--- src/rtl/tccs_pkg.sv ---
// Package for the text console engine: geometry constants, character codes,
// payload structs, controller states, datapath commands and status.
// No dependencies; the controller, datapath, top level and testbench import it.
package tccs_pkg;

  localparam int MAX_COLUMNS = 80;
  localparam int ROWS_LIMIT  = 25;
  localparam int STORE_DEPTH = MAX_COLUMNS * ROWS_LIMIT;
  localparam int ADDR_W      = $clog2(STORE_DEPTH + 1);

  localparam int OP_W     = 2;
  localparam int CHAR_W   = 8;
  localparam int ATTR_W   = 8;
  localparam int COL_W    = 7;
  localparam int ROW_W    = 5;
  localparam int LIN_W    = 11;
  localparam int CELL_W   = 16;
  // Widest linear index the raw inputs can form: max row * columns + max column.
  localparam int IDX_W    = $clog2((2**ROW_W - 1) * MAX_COLUMNS + 2**COL_W);

  localparam int CFG_IDX_W  = 2;
  localparam int CFG_DATA_W = 8;

  localparam logic [COL_W-1:0]  MAX_COLS_C   = COL_W'(MAX_COLUMNS);
  localparam logic [ROW_W-1:0]  ROWS_LIMIT_C = ROW_W'(ROWS_LIMIT);
  localparam logic [ROW_W-1:0]  MIN_ROWS_C   = ROW_W'(2);
  localparam logic [COL_W-1:0]  MIN_COLS_C   = COL_W'(1);
  localparam logic [COL_W-1:0]  RST_COLS_C   = COL_W'(80);
  localparam logic [ROW_W-1:0]  RST_ROWS_C   = ROW_W'(25);

  localparam logic [CHAR_W-1:0] CH_NEWLINE = 8'd10;
  localparam logic [CHAR_W-1:0] CH_ERASE   = 8'd14;
  localparam logic [CHAR_W-1:0] CH_SPACE   = 8'd32;
  localparam logic [CELL_W-1:0] CLEAR_CELL = 16'h0700;

  typedef enum logic [OP_W-1:0] {
    OP_PUT   = 2'd0,
    OP_CLEAR = 2'd1,
    OP_SET   = 2'd2,
    OP_READ  = 2'd3
  } op_t;

  typedef enum logic [CFG_IDX_W-1:0] {
    CFG_COLOR   = 2'd0,
    CFG_COLUMNS = 2'd1,
    CFG_ROWS    = 2'd2
  } cfg_idx_t;

  typedef struct packed {
    logic [OP_W-1:0]   operation;
    logic [CHAR_W-1:0] char_code;
    logic [COL_W-1:0]  col;
    logic [ROW_W-1:0]  row;
  } tccs_in_t;

  typedef struct packed {
    logic [COL_W-1:0]  cursor_col;
    logic [ROW_W-1:0]  cursor_row;
    logic [LIN_W-1:0]  cursor_linear;
    logic [CELL_W-1:0] cell_value;
  } tccs_out_t;

  typedef enum logic [3:0] {
    ST_INIT,
    ST_IDLE,
    ST_ERASE,
    ST_CALC,
    ST_WRITE,
    ST_ADVANCE,
    ST_NEWLINE,
    ST_NL_CHECK,
    ST_SCROLL_RD,
    ST_SCROLL_WR,
    ST_SCROLL_ZERO,
    ST_LINE_DEC,
    ST_CLEAR,
    ST_SET,
    ST_READ,
    ST_DONE
  } state_t;

  typedef enum logic [4:0] {
    CMD_NONE,
    CMD_INIT_STEP,
    CMD_LATCH,
    CMD_ERASE_BACK,
    CMD_CALC_IDX,
    CMD_WRITE_CHAR,
    CMD_ADVANCE,
    CMD_NEWLINE,
    CMD_PTR_CLR,
    CMD_SCROLL_RD,
    CMD_SCROLL_WR,
    CMD_ZERO_STEP,
    CMD_LINE_DEC,
    CMD_CLEAR_STEP,
    CMD_SET_CURSOR,
    CMD_READ,
    CMD_RESULT
  } cmd_t;

  typedef struct packed {
    op_t  in_op;        // operation of the word offered at the input
    logic in_newline;
    logic in_erase;
    op_t  item_op;      // operation of the word being worked on
    logic item_erase;
    logic col_wrap;     // advancing the cursor reaches the row width
    logic scroll_need;  // cursor line at or below the last usable line
    logic copy_done;    // scroll copy pointer reached the last row
    logic fill_last;    // sweep pointer on the last cell of the screen
    logic init_last;    // sweep pointer on the last cell of the store
  } tccs_status_t;

endpackage

--- src/rtl/tccs_ctrl.sv ---
// Controller state machine of the text console engine: sequences the
// datapath through writes, scrolls, clears and reads. Uses tccs_pkg.
module tccs_ctrl
  import tccs_pkg::*;
(
  input  logic         clk,
  input  logic         rst_n,
  input  logic         start,
  input  tccs_status_t st,
  output cmd_t         cmd,
  output logic         busy
);

  state_t state_r, state_nxt;

  always_ff @(posedge clk) begin
    if (!rst_n) begin
      state_r <= ST_INIT;
    end else begin
      state_r <= state_nxt;
    end
  end

  assign busy = (state_r != ST_IDLE) || !rst_n;

  always_comb begin
    state_nxt = state_r;
    cmd       = CMD_NONE;
    unique case (state_r)
      ST_INIT: begin
        cmd = CMD_INIT_STEP;
        if (st.init_last) state_nxt = ST_IDLE;
      end
      ST_IDLE: begin
        if (start) begin
          cmd = CMD_LATCH;
          unique case (st.in_op)
            OP_PUT: begin
              if (st.in_newline)    state_nxt = ST_NEWLINE;
              else if (st.in_erase) state_nxt = ST_ERASE;
              else                  state_nxt = ST_CALC;
            end
            OP_CLEAR: state_nxt = ST_CLEAR;
            OP_SET:   state_nxt = ST_SET;
            OP_READ:  state_nxt = ST_CALC;
            default:  state_nxt = ST_CALC;
          endcase
        end
      end
      ST_ERASE: begin
        cmd       = CMD_ERASE_BACK;
        state_nxt = ST_CALC;
      end
      ST_CALC: begin
        cmd       = CMD_CALC_IDX;
        state_nxt = (st.item_op == OP_READ) ? ST_READ : ST_WRITE;
      end
      ST_WRITE: begin
        cmd       = CMD_WRITE_CHAR;
        state_nxt = st.item_erase ? ST_DONE : ST_ADVANCE;
      end
      ST_ADVANCE: begin
        cmd       = CMD_ADVANCE;
        state_nxt = st.col_wrap ? ST_NEWLINE : ST_DONE;
      end
      ST_NEWLINE: begin
        cmd       = CMD_NEWLINE;
        state_nxt = ST_NL_CHECK;
      end
      ST_NL_CHECK: begin
        if (st.scroll_need) begin
          cmd       = CMD_PTR_CLR;
          state_nxt = ST_SCROLL_RD;
        end else begin
          state_nxt = ST_DONE;
        end
      end
      ST_SCROLL_RD: begin
        if (st.copy_done) begin
          state_nxt = ST_SCROLL_ZERO;
        end else begin
          cmd       = CMD_SCROLL_RD;
          state_nxt = ST_SCROLL_WR;
        end
      end
      ST_SCROLL_WR: begin
        cmd       = CMD_SCROLL_WR;
        state_nxt = ST_SCROLL_RD;
      end
      ST_SCROLL_ZERO: begin
        cmd = CMD_ZERO_STEP;
        if (st.fill_last) state_nxt = ST_LINE_DEC;
      end
      ST_LINE_DEC: begin
        // One row scrolled; the check repeats until the line is above the last row.
        cmd       = CMD_LINE_DEC;
        state_nxt = ST_NL_CHECK;
      end
      ST_CLEAR: begin
        cmd = CMD_CLEAR_STEP;
        if (st.fill_last) state_nxt = ST_DONE;
      end
      ST_SET: begin
        cmd       = CMD_SET_CURSOR;
        state_nxt = ST_DONE;
      end
      ST_READ: begin
        cmd       = CMD_READ;
        state_nxt = ST_DONE;
      end
      ST_DONE: begin
        cmd       = CMD_RESULT;
        state_nxt = ST_IDLE;
      end
      default: begin
        state_nxt = ST_IDLE;
      end
    endcase
  end

endmodule

--- config.mk ---
export PLATFORM = sky130hd
export DESIGN_NAME = tccs_ctrl
export DESIGN_NICKNAME = d
export VERILOG_FILES = /design/src/rtl/tccs_pkg.sv /design/src/rtl/tccs_ctrl.sv
export SDC_FILE = /design/constraint.sdc
export NUM_CORES = 1
export LEC_CHECK = 0
export ABC_AREA = 1
export BUFFER_PORTS_ARGS = -buffer_cell sky130_fd_sc_hd__buf_2
export CELL_PAD_IN_SITES_DETAIL_PLACEMENT = 1
export CELL_PAD_IN_SITES_GLOBAL_PLACEMENT = 2
export CORE_MARGIN = 2
export CORE_UTILIZATION = 24
export DETAILED_ROUTE_END_ITERATION = 10
export PLACE_DENSITY = 0.89
export SLEW_MARGIN = 20
export SYNTH_ARGS = -nofsm -noshare
export SYNTH_HDL_FRONTEND = slang
export SYNTH_SLANG_ARGS = --single-unit
--- constraint.sdc ---
create_clock -name clk -period 1.87 [get_ports clk]
set_input_delay 0.187 -clock clk [delete_from_list [all_inputs] [get_ports clk]]
set_output_delay 0.187 -clock clk [all_outputs]
set_load 0.03 [all_outputs]
======== Word level (Yosys, flattened, before mapping) ========
Cells that the tools add are included.
W data, S select, Z words.
word-level totals
  logic and storage cells ................. 49
  output and inout port bits .............. 6
  input bits .............................. 15
  bits in registers ....................... 4
operators by class
  reductions and logical operators ........ 7
  eq/ne operators ......................... 24
  mux-type cells .......................... 17
operators with widths
  operator              number
  $pmux W5 S16          1
  $pmux W4 S14          1
  $mux W4               9
  $eq A4 B4 Y1 const B  8
  $eq A4 B3 Y1 const B  4
  $pmux W4 S4           1
  $eq A4 B2 Y1 const B  2
  $ne A2 B2 Y1 const B  4
  $eq A2 B2 Y1 const B  3
  $mux W3               2
  $eq A4 B1 Y1 const B  1
  $logic_not A4 Y1      1
  $mux W2               2
  $ne A4 B1 Y1 const B  1
  $reduce_and A4 Y1     1
  $reduce_or A2 Y1      2
  $eq A2 B1 Y1 const B  1
  $logic_not A2 Y1      1
  $logic_not A1 Y1      1
  $logic_or A1 B1 Y1    1
  $mux W1               1

======== Longest topological paths before layout ========
Gate-level depths: netlist (run 1).
  word-level depth ........................ 5
  gate-level depth with buffers ........... 11
  mapped depth without buffers ............ 11

======== Least setup slack after synthesis (run 1) ========
No wires, ideal clock.
  kind .................................... register to output
  from .................................... reg state_r[2]
  to ...................................... out cmd[3]
  path slack .............................. 447 ps
  required time ........................... 1683 ps
  data arrival time ....................... 1236 ps
  path buffers ............................ 0
  stages on the path, launching flop included .. 5
  path through ............................ dfxtp_1 -> inv_2 -> nor2_4 -> nand2_1 -> o211ai_1
between the ends
  longest elaborated chain between the ends .. 2
  elaborated cells between the ends (all ways) .. 17
  classes of those cells .................. eq/ne: 15; mux: 1; reduce/logical: 1
RTL lines
  element                               line             RTL
  start: declaration                    tccs_ctrl.sv:14  state_t state_r, state_nxt;
  start signal: assignment              tccs_ctrl.sv:20  state_r <= state_nxt;
  $eq A4 B4 Y1 (tied with other cells)  tccs_ctrl.sv:29  unique case (state_r)
  $pmux W5 S16 *                        tccs_ctrl.sv:29
  end: declaration                      tccs_ctrl.sv:10  output cmd_t cmd,
Every way passes the cells marked *; elsewhere a longest branch is shown, timed or not.

======== Final worst setup path (run 1) ========
  from .................................... reg state_r[0]
  to ...................................... out cmd[3]
The elaborated chain is that of the path after synthesis.

==> impl_metrics.xml, run 1 <==
<?xml version="1.0" encoding="UTF-8"?>
<metrics>
  <group name="power_and_ir_drop">
    <metric name="total_power" unit="uW">1060</metric>
    <metric name="power.share.switching" unit="">0.588</metric>
    <metric name="power.internal" unit="uW">435</metric>
    <metric name="worst_ir_drop_vdd" unit="V">0.000665</metric>
    <metric name="pwr-share-seq" unit="">0.164</metric>
    <metric name="cellPowerDensity" unit="mW/mm2">1380</metric>
    <metric name="p_switching" unit="uW">620</metric>
    <metric name="clkPwrFrac" unit="">0.098</metric>
    <metric name="power.combinational.fraction" unit="">0.738</metric>
    <metric name="cellLeakagePower" unit="uW">0.000465</metric>
  </group>
  <group name="logic_synthesis">
    <metric name="ys.warnings.count" unit="">0</metric>
    <metric name="yosys-top-cells-area" unit="">sky130_fd_sc_hd__nand2_1, sky130_fd_sc_hd__dfxtp_1, sky130_fd_sc_hd__nor2_1</metric>
    <metric name="synth_area_leader_cell" unit="">sky130_fd_sc_hd__nand2_1</metric>
    <metric name="ffs_latches_synth" unit="">4</metric>
    <metric name="share_of_synthesized_registers_carrying_an_async_set_or_reset" unit="">0</metric>
    <metric name="synth.cell_area" unit="um2">607</metric>
    <metric name="seq_total_area_yosys" unit="">0.132</metric>
    <metric name="synth_fp_nets" unit="">131</metric>
    <metric name="edff_count_synth" unit="">0</metric>
    <metric name="yosysUniqueCellTypes" unit="">19</metric>
    <metric name="commonest_cells_post_synth" unit="">sky130_fd_sc_hd__nand2_1, sky130_fd_sc_hd__nor2_1, sky130_fd_sc_hd__inv_1</metric>
    <metric name="post-synth-top-count-cell" unit="">sky130_fd_sc_hd__nand2_1</metric>
    <metric name="synth_top_cell_area_share" unit="">0.198</metric>
    <metric name="number_of_instances_in_the_synthesized_netlist" unit="">113</metric>
    <metric name="synth_flop_cell" unit="">sky130_fd_sc_hd__dfxtp_1</metric>
    <metric name="synthesis.area_per_instance" unit="um2">5.37</metric>
  </group>
  <group name="critical_path">
    <metric name="end_kind" unit="">primary output</metric>
    <metric name="kind_of_launch_point_of_the_worst_setup_path" unit="">flop</metric>
    <metric name="crit_required" unit="ns">1.68</metric>
    <metric name="critPathMaxFanout" unit="">5</metric>
    <metric name="timing.critical_path.arrival" unit="ns">1.50</metric>
    <metric name="timing_worst_setup_path_type" unit="">flop to primary output</metric>
  </group>
  <group name="cts">
    <metric name="clkSinkCount" unit="">4</metric>
    <metric name="cts_inserted_buffers" unit="">3</metric>
    <metric name="ctsRootBufferMaster" unit="">sky130_fd_sc_hd__clkbuf_4</metric>
    <metric name="cts-hold-fix-buffers" unit="">0</metric>
    <metric name="cts-htree-levels" unit="">1</metric>
    <metric name="clock_path_buffers" unit="">2</metric>
    <metric name="clkTransAtPathRegs" unit="ns">0.03</metric>
    <metric name="cts_setup_buffers" unit="">0</metric>
    <metric name="post_cts_resize_count" unit="">0</metric>
    <metric name="cts_tree" unit="">built</metric>
    <metric name="worstSkewPairLatency" unit="ns">0.23</metric>
  </group>
  <group name="floorplanning">
    <metric name="placement_rows" unit="">18</metric>
    <metric name="die_y" unit="um">54.3</metric>
    <metric name="ioPinCount" unit="">21</metric>
    <metric name="core_region_area" unit="mm2">0.00243</metric>
    <metric name="initial_util" unit="">0.249</metric>
    <metric name="die_area" unit="mm2">0.00295</metric>
    <metric name="die_w" unit="um">54.3</metric>
  </group>
  <group name="layout">
    <metric name="biggestRegsByFlops" unit="">state_r x4</metric>
    <metric name="nFillCells" unit="">354</metric>
    <metric name="final_cell_count_no_fill" unit="">166</metric>
    <metric name="fraction_of_layout_instances_using_a_drive_strength_above_1" unit="">0.287</metric>
    <metric name="antennaDiodeCount" unit="">0</metric>
    <metric name="layout.nets" unit="">156</metric>
    <metric name="largest_register_ffs" unit="">4</metric>
    <metric name="layout.cell_area.non_filler" unit="um2">767</metric>
    <metric name="area_occupied_by_multi_input_gates" unit="um2">448</metric>
    <metric name="area.growth.synth_to_final" unit="%">26.4</metric>
    <metric name="layout.area.seq" unit="um2">80.1</metric>
    <metric name="finish.utilization" unit="">0.315</metric>
    <metric name="registers.top_by_ff_count" unit="">state_r</metric>
  </group>
  <group name="routing">
    <metric name="detailedRoute.firstIterationViolations" unit="">9</metric>
    <metric name="route.vias.total" unit="">748</metric>
    <metric name="drt-pass1-iter-count" unit="">4</metric>
    <metric name="antenna_left" unit="">0</metric>
    <metric name="vias_per_cell" unit="">4.51</metric>
    <metric name="routed_wirelength" unit="mm">1.89</metric>
    <metric name="detail_route.drc_violations" unit="">0</metric>
    <metric name="routedWlPerCell" unit="um">11.4</metric>
  </group>
  <group name="flow_run">
    <metric name="maxCapViolCount" unit="">0</metric>
  </group>
  <group name="global_route">
    <metric name="grt_use_met2" unit="">0.255</metric>
    <metric name="grt_pass1_vias" unit="">739</metric>
    <metric name="gr-usage-met1" unit="">0.185</metric>
    <metric name="grt_use_met3" unit="">0.0328</metric>
    <metric name="global_route_wire_length_before_repair" unit="mm">3.10</metric>
    <metric name="grt_antenna_before_repair" unit="">0</metric>
    <metric name="grt_use_total" unit="">0.148</metric>
    <metric name="grt-busiest-layer" unit="">met2</metric>
    <metric name="grt_start_max_net_pins" unit="">9</metric>
    <metric name="global_route_congestion_overflow_total" unit="">0</metric>
  </group>
  <group name="sta">
    <metric name="rsz0062_at_grt" unit="">no</metric>
    <metric name="setup_tns" unit="ns">0</metric>
    <metric name="final_hold_viol_count" unit="">0</metric>
    <metric name="setup_viol" unit="">0</metric>
    <metric name="actual_transition_at_the_worst_max_transition_pin" unit="ns">0.455</metric>
    <metric name="post-route-min-period" unit="ns">1.69</metric>
    <metric name="timing.final.max_slew_violations" unit="">0</metric>
    <metric name="period_share" unit="">0.905</metric>
    <metric name="timing.clock.skew" unit="ns">0.00172</metric>
    <metric name="clock.fmax" unit="GHz">0.591</metric>
    <metric name="worst_slew_margin_rel" unit="">0.696</metric>
  </group>
  <group name="status">
    <metric name="status" unit="">finished, final reports clean</metric>
  </group>
  <group name="worst_hold_path">
    <metric name="hold_class" unit="">primary input to flop</metric>
  </group>
  <group name="place">
    <metric name="detailed_place.area" unit="um2">744</metric>
    <metric name="post-place-cells" unit="">163</metric>
    <metric name="place_hpwl" unit="mm">1.65</metric>
    <metric name="io_buffer_count" unit="">20</metric>
    <metric name="place_congestion" unit="">0.885</metric>
  </group>
</metrics>
[layout by cell type (no fill, tap or decap), types with 4 or more instances in the layout]
master and count:
sky130_fd_sc_hd__buf_2 20, sky130_fd_sc_hd__dfxtp_1 4, sky130_fd_sc_hd__inv_1 16, sky130_fd_sc_hd__inv_2 5, sky130_fd_sc_hd__nand2_1 32, sky130_fd_sc_hd__nand2_2 4, sky130_fd_sc_hd__nand3_1 9, sky130_fd_sc_hd__nor2_1 17
sky130_fd_sc_hd__o21ai_0 6
[metal layers]
| metal | wire, um | up-vias |
|---|---|---|
| met5 | 0 | - |
| met4 | 0 | 0 |
| met3 | 57 | 0 |
| met2 | 924 | 10 |
| met1 | 908 | 339 |
| li1 | - | 399 |
[logic make-up (layout without fill, tap and decap cells)]
kind of cell,after synthesis,in the layout,share of synthesized area
compound gates,15,15,0.144
fa+ha+maj,3,3,0.0619
buf+inv,21,44,0.130
flops,4,4,0.132
simple gates,70,70,0.532
[cell type report]
type | instances | share of cell area
sequential | 4 | 0.104
clock buffer | 3 | 0.0294
inverter | 21 | 0.103
timing repair buffer | 20 | 0.131
tap | 30 | 0.0489
multi-input combinational | 88 | 0.584
[power groups by stage]
| stage | clock (uW) | sequential, uW | combinational, uW |
|---|---|---|---|
| 2_1_floorplan | 0 | 163 | 580 |
| 3_3_place_gp | 0 | 171 | 782 |
| 3_5_place_dp | 0 | 173 | 786 |
| 4_1_cts | 111 | 171 | 788 |
| 5_1_grt | 120 | 181 | 882 |
| 6_report | 104 | 173 | 779 |
[per-stage QoR]
stage / hold WS (ns) / setup WS, ns
2_1_floorplan: 0.357 / 0.447
5_1_grt: 0.255 / 0.0152
3_5_place_dp: 0.499 / 0.405
6_report: 0.256 / 0.178
3_3_place_gp: 0.486 / 0.405
4_1_cts: 0.253 / 0.176
[worst max-delay path, stage by stage (launching register included)]
cell and delay, ns:
sky130_fd_sc_hd__dfxtp_1 0.42, sky130_fd_sc_hd__nand2_1 0.17, sky130_fd_sc_hd__inv_1 0.18, sky130_fd_sc_hd__nand2_1 0.10
sky130_fd_sc_hd__o211ai_1 0.18, sky130_fd_sc_hd__buf_2 0.23
[path summary, 6_finish.rpt]
kind	start	to	slack [ns]	cells past startpoint
worst max register to register	state_r[0]	state_r[2]	0.42	7
worst max-delay path	state_r[0]	cmd[3]	0.18	5
worst min-delay path	rst_n	state_r[1]	0.26	3
worst min register to register	state_r[0]	state_r[0]	0.66	4
Note: power is estimated with default switching activity, not from simulation.
==> run 2, diff against run 1 <==
--- a/config.mk
+++ b/config.mk
@@ -13,6 +13,7 @@
 export CORE_UTILIZATION = 24
 export DETAILED_ROUTE_END_ITERATION = 10
 export PLACE_DENSITY = 0.89
+export SETUP_SLACK_MARGIN = 0.2
 export SLEW_MARGIN = 20
 export SYNTH_ARGS = -nofsm -noshare
 export SYNTH_HDL_FRONTEND = slang
==> run 2 against run 1 <==
  * Global-route usage unchanged
  * Sequential share of layout area is 0.33 points higher
  * Register-to-register slack better by 0.06 ns
  * Clock-buffer cell count did not move
  * Worst hold slack hardly changed
  * Worst setup slack gained 0.14 ns
  * Critical endpoint is now cmd[2]
  * Clock skew rose by 0.0011 ns
  * Non-clock buffer count is the same
  * Clock power barely moved
  * Die area did not move
==> impl_metrics.xml, run 2 (same netlist as run 1, synthesis figures left out) <==
<?xml version="1.0" encoding="UTF-8"?>
<metrics>
  <group name="status">
    <metric name="status" unit="">finished, final reports clean</metric>
  </group>
  <group name="floorplanning">
    <metric name="die_w" unit="um">54.3</metric>
    <metric name="placement_rows" unit="">18</metric>
    <metric name="ioPinCount" unit="">21</metric>
    <metric name="die_area" unit="mm2">0.00295</metric>
    <metric name="initial_util" unit="">0.249</metric>
    <metric name="die_y" unit="um">54.3</metric>
    <metric name="core_region_area" unit="mm2">0.00243</metric>
  </group>
  <group name="power_and_ir_drop">
    <metric name="power.internal" unit="uW">448</metric>
    <metric name="total_power" unit="uW">1070</metric>
    <metric name="power.combinational.fraction" unit="">0.732</metric>
    <metric name="clkPwrFrac" unit="">0.097</metric>
    <metric name="p_switching" unit="uW">627</metric>
    <metric name="pwr-share-seq" unit="">0.170</metric>
    <metric name="worst_ir_drop_vdd" unit="V">0.000685</metric>
    <metric name="power.share.switching" unit="">0.583</metric>
    <metric name="cellLeakagePower" unit="uW">0.000465</metric>
    <metric name="cellPowerDensity" unit="mW/mm2">1380</metric>
  </group>
  <group name="layout">
    <metric name="fraction_of_layout_instances_using_a_drive_strength_above_1" unit="">0.331</metric>
    <metric name="most_frequent_standard_cell_in_the_layout_excluding_fill_and_tap_cells" unit="">sky130_fd_sc_hd__nand2_1</metric>
    <metric name="area_occupied_by_multi_input_gates" unit="um2">453</metric>
    <metric name="nFillCells" unit="">351</metric>
    <metric name="registers.top_by_ff_count" unit="">state_r</metric>
    <metric name="area.growth.synth_to_final" unit="%">28.2</metric>
    <metric name="layout.cell_area.non_filler" unit="um2">778</metric>
    <metric name="final_cell_count_no_fill" unit="">166</metric>
    <metric name="biggestRegsByFlops" unit="">state_r x4</metric>
    <metric name="layout.area.seq" unit="um2">83.8</metric>
    <metric name="largest_register_ffs" unit="">4</metric>
    <metric name="antennaDiodeCount" unit="">0</metric>
    <metric name="layout_common_cells" unit="">sky130_fd_sc_hd__nand2_1, sky130_fd_sc_hd__buf_2, sky130_fd_sc_hd__nor2_1</metric>
    <metric name="layout.nets" unit="">156</metric>
  </group>
  <group name="sta">
    <metric name="hold_slack" unit="ns">0.255</metric>
    <metric name="actual_transition_at_the_worst_max_transition_pin" unit="ns">0.458</metric>
    <metric name="final_hold_viol_count" unit="">0</metric>
    <metric name="timing.clock.skew" unit="ns">0.00277</metric>
    <metric name="setup_tns" unit="ns">0</metric>
    <metric name="post-route-min-period" unit="ns">1.55</metric>
    <metric name="setup_viol" unit="">0</metric>
    <metric name="period_share" unit="">0.831</metric>
    <metric name="rsz0062_at_grt" unit="">yes</metric>
    <metric name="clock.fmax" unit="GHz">0.644</metric>
    <metric name="timing.final.max_slew_violations" unit="">0</metric>
    <metric name="worst_slew_margin_rel" unit="">0.694</metric>
  </group>
  <group name="cts">
    <metric name="cts_tree" unit="">built</metric>
    <metric name="clkSinkCount" unit="">4</metric>
    <metric name="cts_inserted_buffers" unit="">3</metric>
    <metric name="worstSkewPairLatency" unit="ns">0.23</metric>
    <metric name="clkTransAtPathRegs" unit="ns">0.04</metric>
    <metric name="cts-htree-levels" unit="">1</metric>
    <metric name="ctsRootBufferMaster" unit="">sky130_fd_sc_hd__clkbuf_4</metric>
    <metric name="clock_path_buffers" unit="">2</metric>
    <metric name="cts-hold-fix-buffers" unit="">0</metric>
  </group>
  <group name="global_route">
    <metric name="grt_antenna_before_repair" unit="">0</metric>
    <metric name="grt_start_max_net_pins" unit="">9</metric>
    <metric name="grt_pass1_vias" unit="">739</metric>
    <metric name="global_route_congestion_overflow_total" unit="">0</metric>
    <metric name="grt_use_total" unit="">0.148</metric>
    <metric name="global_route_wire_length_before_repair" unit="mm">3.10</metric>
  </group>
  <group name="worst_hold_path">
    <metric name="hold_class" unit="">primary input to flop</metric>
  </group>
  <group name="routing">
    <metric name="drt-pass1-iter-count" unit="">4</metric>
    <metric name="detailroute.wirelength.met3" unit="um">57</metric>
    <metric name="routed_wirelength" unit="mm">1.89</metric>
    <metric name="highest-signal-layer" unit="">met3</metric>
    <metric name="routedWlPerCell" unit="um">11.4</metric>
    <metric name="vias_per_cell" unit="">4.48</metric>
    <metric name="route.vias.total" unit="">744</metric>
    <metric name="wl_met1" unit="um">893</metric>
    <metric name="detail_route.drc_violations" unit="">0</metric>
    <metric name="wl_met2" unit="um">940</metric>
    <metric name="detailedRoute.firstIterationViolations" unit="">8</metric>
    <metric name="antenna_left" unit="">0</metric>
  </group>
  <group name="place">
    <metric name="io_buffer_count" unit="">20</metric>
    <metric name="place_congestion" unit="">0.885</metric>
    <metric name="post-place-cells" unit="">163</metric>
    <metric name="detailed_place.area" unit="um2">744</metric>
    <metric name="place_hpwl" unit="mm">1.65</metric>
  </group>
  <group name="critical_path">
    <metric name="end_kind" unit="">primary output</metric>
    <metric name="critPathMaxFanout" unit="">6</metric>
    <metric name="crit_required" unit="ns">1.68</metric>
    <metric name="timing.critical_path.arrival" unit="ns">1.37</metric>
    <metric name="kind_of_launch_point_of_the_worst_setup_path" unit="">flop</metric>
    <metric name="timing_worst_setup_path_type" unit="">flop to primary output</metric>
  </group>
  <group name="flow_run">
    <metric name="maxCapViolCount" unit="">0</metric>
  </group>
</metrics>
run 2: cell counts in the layout (fill, tap and decap cells not counted):
Identical to the previous run, type by type.
run 2: metrics by stage:
| stage | utilization | worst slack [ns] |
|---|---|---|
| after floorplan | - | 0.447 |
| after CTS | 0.316 | 0.221 |
| after global routing | 0.320 | 0.165 |
| final | 0.320 | 0.316 |
| after global placement | 0.306 | 0.405 |
| after detailed placement | 0.306 | 0.405 |
run 2: power by group through the flow:
| stage | clock network, uW | registers (uW) | logic (uW) |
|---|---|---|---|
| finish | 105 | 183 | 787 |
| global route | 122 | 191 | 892 |
| CTS | 111 | 171 | 792 |
| detailed placement | 0 | 173 | 786 |
| global placement | 0 | 171 | 782 |
| floorplan | 0 | 163 | 580 |
run 2: path summary, 6_finish.rpt:
check,depth (start not counted),start,endpoint,slack [ns]
max,7,state_r[3],cmd[2],0.32
min reg2reg,4,state_r[0],state_r[0],0.63
max reg2reg,9,state_r[1],state_r[0],0.48
min,3,rst_n,state_r[1],0.26
run 2: routing by layer:
layer | global-route usage | vias up
met5 | 0 | -
met4 | 0.0375 | 0
met3 | 0.0328 | 0
met2 | 0.255 | 10
met1 | 0.185 | 335
li1 | - | 399
run 2: cell type report:
cell class / count / area share
Inverter: 21 / 0.101
Sequential cell: 4 / 0.108
Multi-Input combinational cell: 88 / 0.582
Tap cell: 30 / 0.0482
Clock buffer: 3 / 0.0289
Timing Repair Buffer: 20 / 0.132
run 2: critical path, cell delays in order, from the launching register on:
cell and delay, ns:
sky130_fd_sc_hd__dfxtp_2 0.40, sky130_fd_sc_hd__inv_2 0.08, sky130_fd_sc_hd__nor2_2 0.19, sky130_fd_sc_hd__nand2_2 0.07, sky130_fd_sc_hd__nand3_2 0.08, sky130_fd_sc_hd__inv_1 0.07, sky130_fd_sc_hd__nand2_1 0.05, sky130_fd_sc_hd__buf_2 0.19
run 2: what timing repair did:
| item | CTS | global route |
|---|---|---|
| resized for setup | 2 | 5 |
| setup endpoints to repair | 1 | 3 |
| buffers inserted | 0 | 0 |
